### src/rtl/pcc_pkg.sv
// Shared constants, codes and job control type for the polygon convexity checker.
package pcc_pkg;

  // Default coordinate width and fixed widths
  localparam int COORD_BITS  = 16;
  localparam int TOL_BITS    = 33;
  localparam int QUEUE_DEPTH = 4;

  // Points carried per job: older, newer, current, first, second
  localparam int JOB_POINTS  = 5;
  localparam int NUM_LANES   = 3;

  // Turn codes
  localparam logic [1:0] TURN_NONE  = 2'd0;
  localparam logic [1:0] TURN_LEFT  = 2'd1;
  localparam logic [1:0] TURN_RIGHT = 2'd2;

  // Polygon class codes
  localparam logic [1:0] CLASS_BORDER     = 2'd0;
  localparam logic [1:0] CLASS_CONVEX     = 2'd1;
  localparam logic [1:0] CLASS_NOT_CONVEX = 2'd2;

  // Control part of one job handed from front to back
  typedef struct packed {
    logic [NUM_LANES-1:0] tri_valid;   // which of the three triples are real
    logic                 last;        // vertex closes the ring
    logic                 short_ring;  // fewer than three vertices in the ring
  } job_ctrl_t;

endpackage

### src/rtl/pcc_queue.sv
// Short FIFO of jobs between the front end and the cross-product back end.
module pcc_queue #(
  parameter int WIDTH = 8,
  parameter int DEPTH = pcc_pkg::QUEUE_DEPTH
) (
  input  logic             clk_i,
  input  logic             rst_ni,
  input  logic             push_i,
  input  logic [WIDTH-1:0] push_data_i,
  output logic             full_o,
  input  logic             pop_i,
  output logic             valid_o,
  output logic [WIDTH-1:0] pop_data_o
);

  localparam int PtrBits = (DEPTH > 1) ? $clog2(DEPTH) : 1;
  localparam int CntBits = $clog2(DEPTH + 1);

  logic [WIDTH-1:0]   mem_q [DEPTH];
  logic [PtrBits-1:0] wr_ptr_q, rd_ptr_q;
  logic [CntBits-1:0] cnt_q;
  logic               do_push, do_pop;

  assign full_o     = cnt_q == CntBits'(DEPTH);
  assign valid_o    = cnt_q != '0;
  assign pop_data_o = mem_q[rd_ptr_q];
  assign do_push    = push_i && !full_o;
  assign do_pop     = pop_i && valid_o;

  // storage
  always_ff @(posedge clk_i) begin
    if (do_push) begin
      mem_q[wr_ptr_q] <= push_data_i;
    end
  end

  // pointers and fill level
  always_ff @(posedge clk_i or negedge rst_ni) begin
    if (!rst_ni) begin
      wr_ptr_q <= '0;
      rd_ptr_q <= '0;
      cnt_q    <= '0;
    end else begin
      if (do_push) begin
        wr_ptr_q <= (wr_ptr_q == PtrBits'(DEPTH - 1)) ? '0 : wr_ptr_q + PtrBits'(1);
      end
      if (do_pop) begin
        rd_ptr_q <= (rd_ptr_q == PtrBits'(DEPTH - 1)) ? '0 : rd_ptr_q + PtrBits'(1);
      end
      if (do_push && !do_pop) begin
        cnt_q <= cnt_q + CntBits'(1);
      end else if (do_pop && !do_push) begin
        cnt_q <= cnt_q - CntBits'(1);
      end
    end
  end

  a_level_bound: assert property (@(posedge clk_i) disable iff (!rst_ni)
    cnt_q <= CntBits'(DEPTH))
    else $error("queue fill level beyond depth");

endmodule

### config.mk
export PLATFORM = sky130hd
export DESIGN_NAME = pcc_queue
export DESIGN_NICKNAME = d
export VERILOG_FILES = /design/src/rtl/pcc_pkg.sv /design/src/rtl/pcc_queue.sv
export SDC_FILE = /design/constraint.sdc
export NUM_CORES = 1
export LEC_CHECK = 0
export ABC_AREA = 1
export BUFFER_PORTS_ARGS = -buffer_cell sky130_fd_sc_hd__buf_2
export CAP_MARGIN = 10
export CELL_PAD_IN_SITES_DETAIL_PLACEMENT = 0
export CELL_PAD_IN_SITES_GLOBAL_PLACEMENT = 2
export CORE_UTILIZATION = 40
export DETAILED_ROUTE_END_ITERATION = 10
export PLACE_DENSITY_LB_ADDON = 0.1
export SYNTH_ARGS = -nofsm -noshare
export SYNTH_HDL_FRONTEND = slang
export SYNTH_SLANG_ARGS = --single-unit
### constraint.sdc
create_clock -name clk_i -period 4 [get_ports clk_i]
set_input_delay 0.4 -clock clk_i [delete_from_list [all_inputs] [get_ports clk_i]]
set_output_delay 0.4 -clock clk_i [all_outputs]
set_load 0.01 [all_outputs]
==> flow_summary.json <==
{
  "clock_skew_ps": 6.85,
  "ys_top_cells_by_count": "nand2_1 (38), edfxtp_1 (32), inv_1 (26)",
  "syn_inst": 153,
  "status": "complete, no violations",
  "drt_iter0_markers": 28,
  "crit_arrival_ps": 1770,
  "place.gp.congestion": 0.689,
  "power.density_nw_per_um2": 694,
  "synth.yosys.seq_area_share_pct": 64.8,
  "grt_setup_unrepaired": "false",
  "crit_slowest_cell": "dfrtp_1",
  "grt_pass1_vias": 994,
  "syn_nets": 172,
  "grt_max_degree": 36,
  "core_um2": 4120,
  "wl_per_cell_um": 12.9,
  "cts_setup_buffers": 0,
  "total_power_uw": 1370,
  "drive_gt1_share_pct": 20.2,
  "n_antenna_cell": 0,
  "drc_errors": 0,
  "required_ps": 3600,
  "ios": 22,
  "worstPathCellList": "nand2_1 > o211ai_1 > nand2_1 > buf_2",
  "critPathLaunchType": "flip-flop",
  "worstMarginPinSlew_ps": 992,
  "drv_slew": 0,
  "die_area_um2": 4650,
  "fin_crit_ps": 2170,
  "dp.cells": 219,
  "instances_no_fill": 228,
  "floorplan.rows": 23,
  "fin_area_um2": 1970,
  "antenna_found_initial": 0,
  "synth_edf_count": 32,
  "post-route-period-util_pct": 54.1,
  "clk_latency_ps": 280,
  "root_buffer": "clkbuf_8",
  "ant_nets": 0,
  "grt_pass1_wl_mm": 4.76,
  "viasPerCell": 4.72,
  "htreeDepth": 2,
  "cts_buffers": 5,
  "p_leak_uw": 0.000861,
  "clkSinkCount": 39,
  "clkTransAtPathRegs_ps": 80,
  "synth_flop_cell": "edfxtp_1",
  "clock_path_buffers": 2,
  "hold_violations": 0,
  "final-setup-viol-count": 0,
  "dpl.hpwl_mm": 2.04,
  "routed_wl_mm": 2.95,
  "start_util_pct": 42.6,
  "yosys-top-cells-area": "edfxtp_1 (55%), dfrtp_1 (10%), nand2_1 (8.1%), o211ai_1 (6.8%), inv_1 (5.6%)",
  "tns_ps": 0,
  "avgSynthCellArea_um2": 11.5,
  "fp.dieW_um": 68.2,
  "slew_headroom_pct": 33.9,
  "area_delta_synth_final_pct": 12.1,
  "fmax_mhz": 462,
  "ys_types": 17,
  "nets": 196,
  "critPathKind": "reg -> out",
  "synth_top_area_share_pct": 54.8,
  "synth_area_um2": 1750,
  "drtPass1Iterations": 4,
  "utilization_pct": 47.8,
  "cts_tree": "yes",
  "track_usage_pct": 15.1,
  "vias": 1077,
  "endpoint_kind": "output pin",
  "cp_common_cell": "nand2_1",
  "post_dp_cell_area_um2": 1870,
  "drv_cap": 0,
  "numPortBuffers": 21,
  "synth_warnings": 0,
  "die_h_um": 68.2,
  "vdd_drop_max_uv": 292,
  "yosysTopAreaCell": "edfxtp_1",
  "grt_remaining_overflow": 0,
  "crit_path_max_incr_delay_ps": 1000,
  "path_max_fanout": 35,
  "synth.most_common_cell": "nand2_1",
  "ys_ff_latch": 39,
  "hp-class": "in -> reg",
  "async_flop_share_pct": 17.9
}
-- logic make-up after synthesis --
| group | Yosys count | synth area share, % |
|---|---|---|
| buffers and inverters | 36 | 9.49 |
| xor gates and xnor gates | 1 | 0.499 |
| AOI/OAI and AO/OA | 17 | 7.13 |
| DFF | 39 | 64.8 |
| and+or+nand+nor | 53 | 12.7 |
| adders and majority gates | 7 | 5.42 |
-- metal layers --
metal  track usage, %  vias up  routed length, um
li1                 -      549                  -
met1             19.7      506               1450
met2             22.8       17               1330
met3             5.50        5                130
met4             5.47        0                 40
met5                0        -                  0
-- registers in the layout (all words and copies together) (netlist names) --
signal    flops
mem_q        32
cnt_q         3
rd_ptr_q      2
wr_ptr_q      2
-- area by class of cell --
class / instances / area [um^2]
Fill cell: 381 / 2150
Sequential cell: 39 / 1140
Multi-Input combinational cell: 78 / 452
Inverter: 31 / 116
Timing Repair Buffer: 22 / 115
Clock buffer: 6 / 72.6
Tap cell: 50 / 62.6
Clock inverter: 2 / 12.5
-- placed cells by master, fill, tap and decap left out, drive strengths merged --
cell,count
clkinv,1
o211ai,16
dlygate4sd3,1
nand4,1
xnor2,1
buf,21
edfxtp,32
nand3,7
o21ai,1
fa,1
clkinvlp,1
nor2,6
clkbuf,6
nand2,39
dfrtp,7
ha,6
inv,31
-- repair_timing --
action | in CTS | in global routing
hold buffers | 1 | 0
endpoints found under the hold margin | 7 | 0
gates resized for setup | 0 | 0
-- critical path, delay by kind of cell (launching register included) --
family	cells	cell delay (ps)
simple gates	2	210
flops	1	1000
compound gates	1	130
buf+inv	1	140
-- worst paths after layout --
kind / startpoint / endpoint / slack (ps) / cells past startpoint
min in group asynchronous: rst_ni / rd_ptr_q[0]$_DFFE_PN0P_ / 480 / 2
max in group asynchronous: rst_ni / rd_ptr_q[1]$_DFFE_PN0P_ / 3360 / 2
worst max register to register: cnt_q[0]$_DFFE_PN0P_ / cnt_q[1]$_DFFE_PN0P_ / 2160 / 9
worst max-delay path: rd_ptr_q[0]$_DFFE_PN0P_ / pop_data_o[0] / 1830 / 4
worst min-delay path: push_data_i[5] / mem_q[3][5]$_DFFE_PP_ / 320 / 1
worst min register to register: wr_ptr_q[1]$_DFFE_PN0P_ / wr_ptr_q[1]$_DFFE_PN0P_ / 550 / 2
-- power by group --
part / total, uW / internal [uW] / switching, uW
clock network: 249 / 122 / 127
logic: 462 / 188 / 274
registers: 655 / 545 / 109
-- per-stage QoR --
step / hold WS [ps] / setup WS [ps]
after CTS: 310 / 1810
after global routing: 313 / 1610
after detailed placement: 252 / 2120
final: 320 / 1830
after global placement: 244 / 2180
after floorplan: 104 / 2350
No activity file was read; power rests on OpenSTA's default activity.
