$ cat src/rtl/pcc_pkg.sv
// Shared constants, codes and job control type for the polygon convexity checker.
package pcc_pkg;

  // Default coordinate width and fixed widths
  localparam int COORD_BITS  = 16;
  localparam int TOL_BITS    = 33;
  localparam int QUEUE_DEPTH = 4;

  // Points carried per job: older, newer, current, first, second
  localparam int JOB_POINTS  = 5;
  localparam int NUM_LANES   = 3;

  // Turn codes
  localparam logic [1:0] TURN_NONE  = 2'd0;
  localparam logic [1:0] TURN_LEFT  = 2'd1;
  localparam logic [1:0] TURN_RIGHT = 2'd2;

  // Polygon class codes
  localparam logic [1:0] CLASS_BORDER     = 2'd0;
  localparam logic [1:0] CLASS_CONVEX     = 2'd1;
  localparam logic [1:0] CLASS_NOT_CONVEX = 2'd2;

  // Control part of one job handed from front to back
  typedef struct packed {
    logic [NUM_LANES-1:0] tri_valid;   // which of the three triples are real
    logic                 last;        // vertex closes the ring
    logic                 short_ring;  // fewer than three vertices in the ring
  } job_ctrl_t;

endpackage

$ cat src/rtl/pcc_front.sv
// Front end: accepts vertices, tracks ring state and builds cross-product jobs.
module pcc_front #(
  parameter int COORD_BITS = pcc_pkg::COORD_BITS
) (
  input  logic                                    clk_i,
  input  logic                                    rst_ni,
  input  logic                                    in_valid_i,
  output logic                                    in_stall_o,
  input  logic [COORD_BITS-1:0]                   point_x_i,
  input  logic [COORD_BITS-1:0]                   point_y_i,
  input  logic                                    last_point_i,
  input  logic                                    q_full_i,
  output logic                                    push_o,
  output pcc_pkg::job_ctrl_t                      job_ctrl_o,
  output logic [2*pcc_pkg::JOB_POINTS*COORD_BITS-1:0] job_pts_o
);

  logic [COORD_BITS-1:0] first_x_q, first_y_q, second_x_q, second_y_q;
  logic [COORD_BITS-1:0] older_x_q, older_y_q, newer_x_q, newer_y_q;
  logic [1:0]            cnt_q, cnt_d;
  logic                  has_tri;

  // a beat is taken whenever the queue has room
  assign push_o     = in_valid_i && !q_full_i;
  assign in_stall_o = q_full_i;

  // two earlier vertices present: the current vertex closes a triple
  assign has_tri = cnt_q[1];

  assign job_ctrl_o.tri_valid = {last_point_i && has_tri, last_point_i && has_tri, has_tri};
  assign job_ctrl_o.last       = last_point_i;
  assign job_ctrl_o.short_ring = !has_tri;

  // consecutive points form the triples (0,1,2), (1,2,3), (2,3,4)
  assign job_pts_o = {second_y_q, second_x_q, first_y_q, first_x_q,
                      point_y_i, point_x_i, newer_y_q, newer_x_q,
                      older_y_q, older_x_q};

  // vertex count saturates at three, cleared by the closing vertex
  always_comb begin
    cnt_d = cnt_q;
    if (push_o) begin
      if (last_point_i) begin
        cnt_d = 2'd0;
      end else if (cnt_q != 2'd3) begin
        cnt_d = cnt_q + 2'd1;
      end
    end
  end

  always_ff @(posedge clk_i or negedge rst_ni) begin
    if (!rst_ni) begin
      cnt_q <= 2'd0;
    end else begin
      cnt_q <= cnt_d;
    end
  end

  // vertex history
  always_ff @(posedge clk_i) begin
    if (push_o) begin
      if (cnt_q == 2'd0) begin
        first_x_q <= point_x_i;
        first_y_q <= point_y_i;
      end
      if (cnt_q == 2'd1) begin
        second_x_q <= point_x_i;
        second_y_q <= point_y_i;
      end
      older_x_q <= newer_x_q;
      older_y_q <= newer_y_q;
      newer_x_q <= point_x_i;
      newer_y_q <= point_y_i;
    end
  end

  // closing vertex restarts the ring
  a_ring_restart: assert property (@(posedge clk_i) disable iff (!rst_ni)
    push_o && last_point_i |=> cnt_q == 2'd0)
    else $error("ring count not cleared after closing vertex");

endmodule

$ cat config.mk
export PLATFORM = sky130hd
export DESIGN_NAME = pcc_front
export DESIGN_NICKNAME = d
export VERILOG_FILES = /design/src/rtl/pcc_pkg.sv /design/src/rtl/pcc_front.sv
export SDC_FILE = /design/constraint.sdc
export NUM_CORES = 1
export LEC_CHECK = 0
export ABC_AREA = 1
export BUFFER_PORTS_ARGS = -buffer_cell sky130_fd_sc_hd__buf_4
export CAP_MARGIN = 25
export CORE_UTILIZATION = 49
export DETAILED_ROUTE_END_ITERATION = 10
export GPL_TIMING_DRIVEN = 1
export PLACE_DENSITY = 0.86
export SLEW_MARGIN = 10
export SYNTH_ARGS = -nofsm -noshare
export SYNTH_HDL_FRONTEND = slang
export SYNTH_SLANG_ARGS = --single-unit
$ cat constraint.sdc
create_clock -name clk_i -period 3.7 [get_ports clk_i]
set_clock_uncertainty 0.1 [all_clocks]
set_input_delay 0.925 -clock clk_i [delete_from_list [all_inputs] [get_ports clk_i]]
set_output_delay 0.925 -clock clk_i [all_outputs]
set_load 0.01 [all_outputs]
==> flow_summary.json <==
{
  "dp_hpwl_mm": 6.26,
  "htree_levels": 4,
  "final_area_sq_um": 6360,
  "synth_top_area_share": 0.893,
  "overflow": 0,
  "sequentialPowerShare": 0.464,
  "status": "completed",
  "drive_above_1_share": 0.621,
  "hold_viol_final": 0,
  "comb_power_share": 0.084,
  "ys_seq_area_frac": 0.905,
  "finalPower_uw": 3780,
  "power.leakage_uw": 0.00260,
  "antenna_found_initial": 0,
  "first_pass_iters": 4,
  "p_int_uw": 2970,
  "grt_max_degree": 30,
  "port_buffers": 203,
  "p_sw_uw": 808,
  "crit_buf_inv": 2,
  "crit_path_end_kind": "output port",
  "yosys.area_share.adder": 0.00872,
  "cts_tree": "done",
  "synth_cell_types": 11,
  "routed_wl_mm": 8.99,
  "io_pins": 204,
  "rsz0062_at_grt": "no",
  "slowest_stage": "nor2_4",
  "fin_crit_sh": 0.725,
  "relSlewSlack": 0.681,
  "required_ns": 2.67,
  "synthMuxAreaShare": 0,
  "path_depth": 3,
  "vias": 2362,
  "setup-violations-final": 0,
  "cts-resized-gates": 0,
  "worstMarginPinSlew_ns": 0.477,
  "yosysWarnings": 0,
  "gp_congestion": 0.701,
  "slew_violations": 0,
  "antenna_cells": 0,
  "synthXorXnorAreaFrac": 0,
  "cts_buffers": 17,
  "path_common_cell": "buf_4",
  "syn_nets": 232,
  "cts_sinks": 130,
  "yosys.area_share.simple": 0.0157,
  "synth_area_sq_um": 4300,
  "min_period_ns": 2.68,
  "synth_top_family_by_area": "buffers and inverters",
  "placed_cell_area_sq_um": 5740,
  "worst_r2r_path_depth": 5,
  "cts_setup_buffers": 0,
  "powerDensity_nw_per_um2": 593,
  "synth.largest_area_cell": "edfxtp_1",
  "ant_nets": 0,
  "crit_start": "q_full_i",
  "dieArea_sq_um": 9160,
  "grt_pass1_vias": 2215,
  "path_max_fanout": 16,
  "die_w_um": 95.7,
  "finalNetCount": 423,
  "synth_compound_area_frac": 0,
  "clockRootBuffer": "clkbuf_8",
  "multiInputGateArea_sq_um": 120,
  "peakVddDrop_v": 0.000342,
  "cts_hold_buf": 0,
  "first_iter_violations": 77,
  "syn_avg_cell_area_sq_um": 22.4,
  "seqCellArea_sq_um": 3890,
  "worstSetupPathType": "in -> out",
  "r2r-start": "cnt_q[1]$_DFFE_PN0P_",
  "start_util": 0.516,
  "endpoint": "push_o",
  "layout.cells.non_filler": 501,
  "r2r_slack_ns": 1.75,
  "fillers": 478,
  "synth_cells": 192,
  "hold_class": "in -> async",
  "clock_latency_ns": 0.49,
  "crit_chain": "buf_4 -> nor2_4 -> buf_4",
  "chipHeight_um": 95.7,
  "rows": 33,
  "rr_endpoint": "second_x_q[10]$_DFFE_PP_",
  "grtUsageTotal": 0.197,
  "arrival_ns": 1.66,
  "core_area_sq_um": 8340,
  "ys_ff_latch": 130,
  "grt_pass1_wl_mm": 12.3,
  "yosys-top-cells-area": "edfxtp_1 (89%), buf_4 (6.3%), dfrtp_1 (1.2%)",
  "p_sw_frac": 0.214,
  "slowest_delay_ns": 0.39,
  "drt-wirelength-per-cell_um": 18.0,
  "clkTransAtPathRegs_ns": 0.06,
  "post-route-drc-count": 0,
  "path_delay_family": "simple AND/OR/NAND/NOR gates",
  "clkPwrFrac": 0.452,
  "viasPerCell": 4.71,
  "place_inst": 469,
  "critPathLaunchType": "input pin",
  "syn_to_final_growth_pct": 47.9,
  "clockBufferDepth": 2,
  "fmax_mhz": 373,
  "maxCapViolations": 0
}
[synth_stat cells (all sizes together)]
cell and instances:
buf 36, dfrtp 2, edfxtp 128, ha 3, inv 9, nand2 7
nand3 2, nor2 5
[power by group through the flow]
stage	Clock [uW]	Combinational, uW	Sequential (uW)
2_1_floorplan	0	93.8	1810
3_3_place_gp	0	313	1780
3_5_place_dp	0	323	1780
4_1_cts	1740	323	1750
5_1_grt	1790	342	1760
6_report	1710	317	1750
[metrics by stage]
| step | worst slack, ns | hold WS [ns] | utilization | TNS (ns) |
|---|---|---|---|---|
| 6_report | 1.02 | 0.102 | 0.763 | 0 |
| 5_1_grt | 0.934 | 0.0681 | 0.763 | 0 |
| 4_1_cts | 0.970 | 0.0745 | 0.763 | 0 |
| 3_5_place_dp | 0.728 | 0.334 | 0.688 | 0 |
| 3_3_place_gp | 0.862 | 0.331 | 0.688 | 0 |
| 2_1_floorplan | -0.396 | 0.399 | - | -25.36 |
[metal layers]
layer	vias to the layer above	wire length [um]	GRT usage
li1	1064	-	-
met1	1164	3350	0.220
met2	128	4910	0.345
met3	6	675	0.0774
met4	0	61	0.0634
met5	-	0	0
[sequential cells by signal, indices dropped and copies added, names as in the netlist]
register    count
first_x_q      16
first_y_q      16
newer_x_q      16
newer_y_q      16
older_x_q      16
older_y_q      16
second_x_q     16
second_y_q     16
cnt_q           2
[area by class of cell]
cell class | instances | share of cell area
Multi-Input combinational cell | 17 | 0.0189
Timing Repair Buffer | 208 | 0.245
Sequential cell | 130 | 0.612
Inverter | 9 | 0.00531
Tap cell | 105 | 0.0206
Clock inverter | 15 | 0.0326
Clock buffer | 17 | 0.0651
[worst min-delay path by stage]
stage                             from                 endpoint
3_5_place_dp   newer_x_q[12]$_DFFE_PP_  older_x_q[12]$_DFFE_PP_
4_1_cts                         rst_ni     cnt_q[1]$_DFFE_PN0P_
5_1_grt                         rst_ni     cnt_q[1]$_DFFE_PN0P_
2_1_floorplan   newer_x_q[0]$_DFFE_PP_   older_x_q[0]$_DFFE_PP_
3_3_place_gp   newer_y_q[12]$_DFFE_PP_  older_y_q[12]$_DFFE_PP_
6_report                        rst_ni     cnt_q[1]$_DFFE_PN0P_
[cell usage in the layout, fill, tap and decap left out]
cell type and n:
nand3_1 2, inv_1 8, clkinv_2 1, buf_4 208, inv_6 2, nor2_1 2, clkbuf_8 1, dfrtp_1 2
clkinvlp_4 4, bufinv_16 4, edfxtp_1 128, nand2_1 5, nand2_2 2, clkinv_4 4, clkbuf_16 16, nor2_4 3
ha_1 3, inv_2 1
[logic make-up (layout without fill, tap and decap cells)]
kind of cell	Yosys count	in the layout
AND/OR/NAND/NOR	14	14
adder cells (fa/ha/maj)	3	3
flip-flops	130	130
buffers and inverters	45	249
No activity file was read; power rests on OpenSTA's default activity.
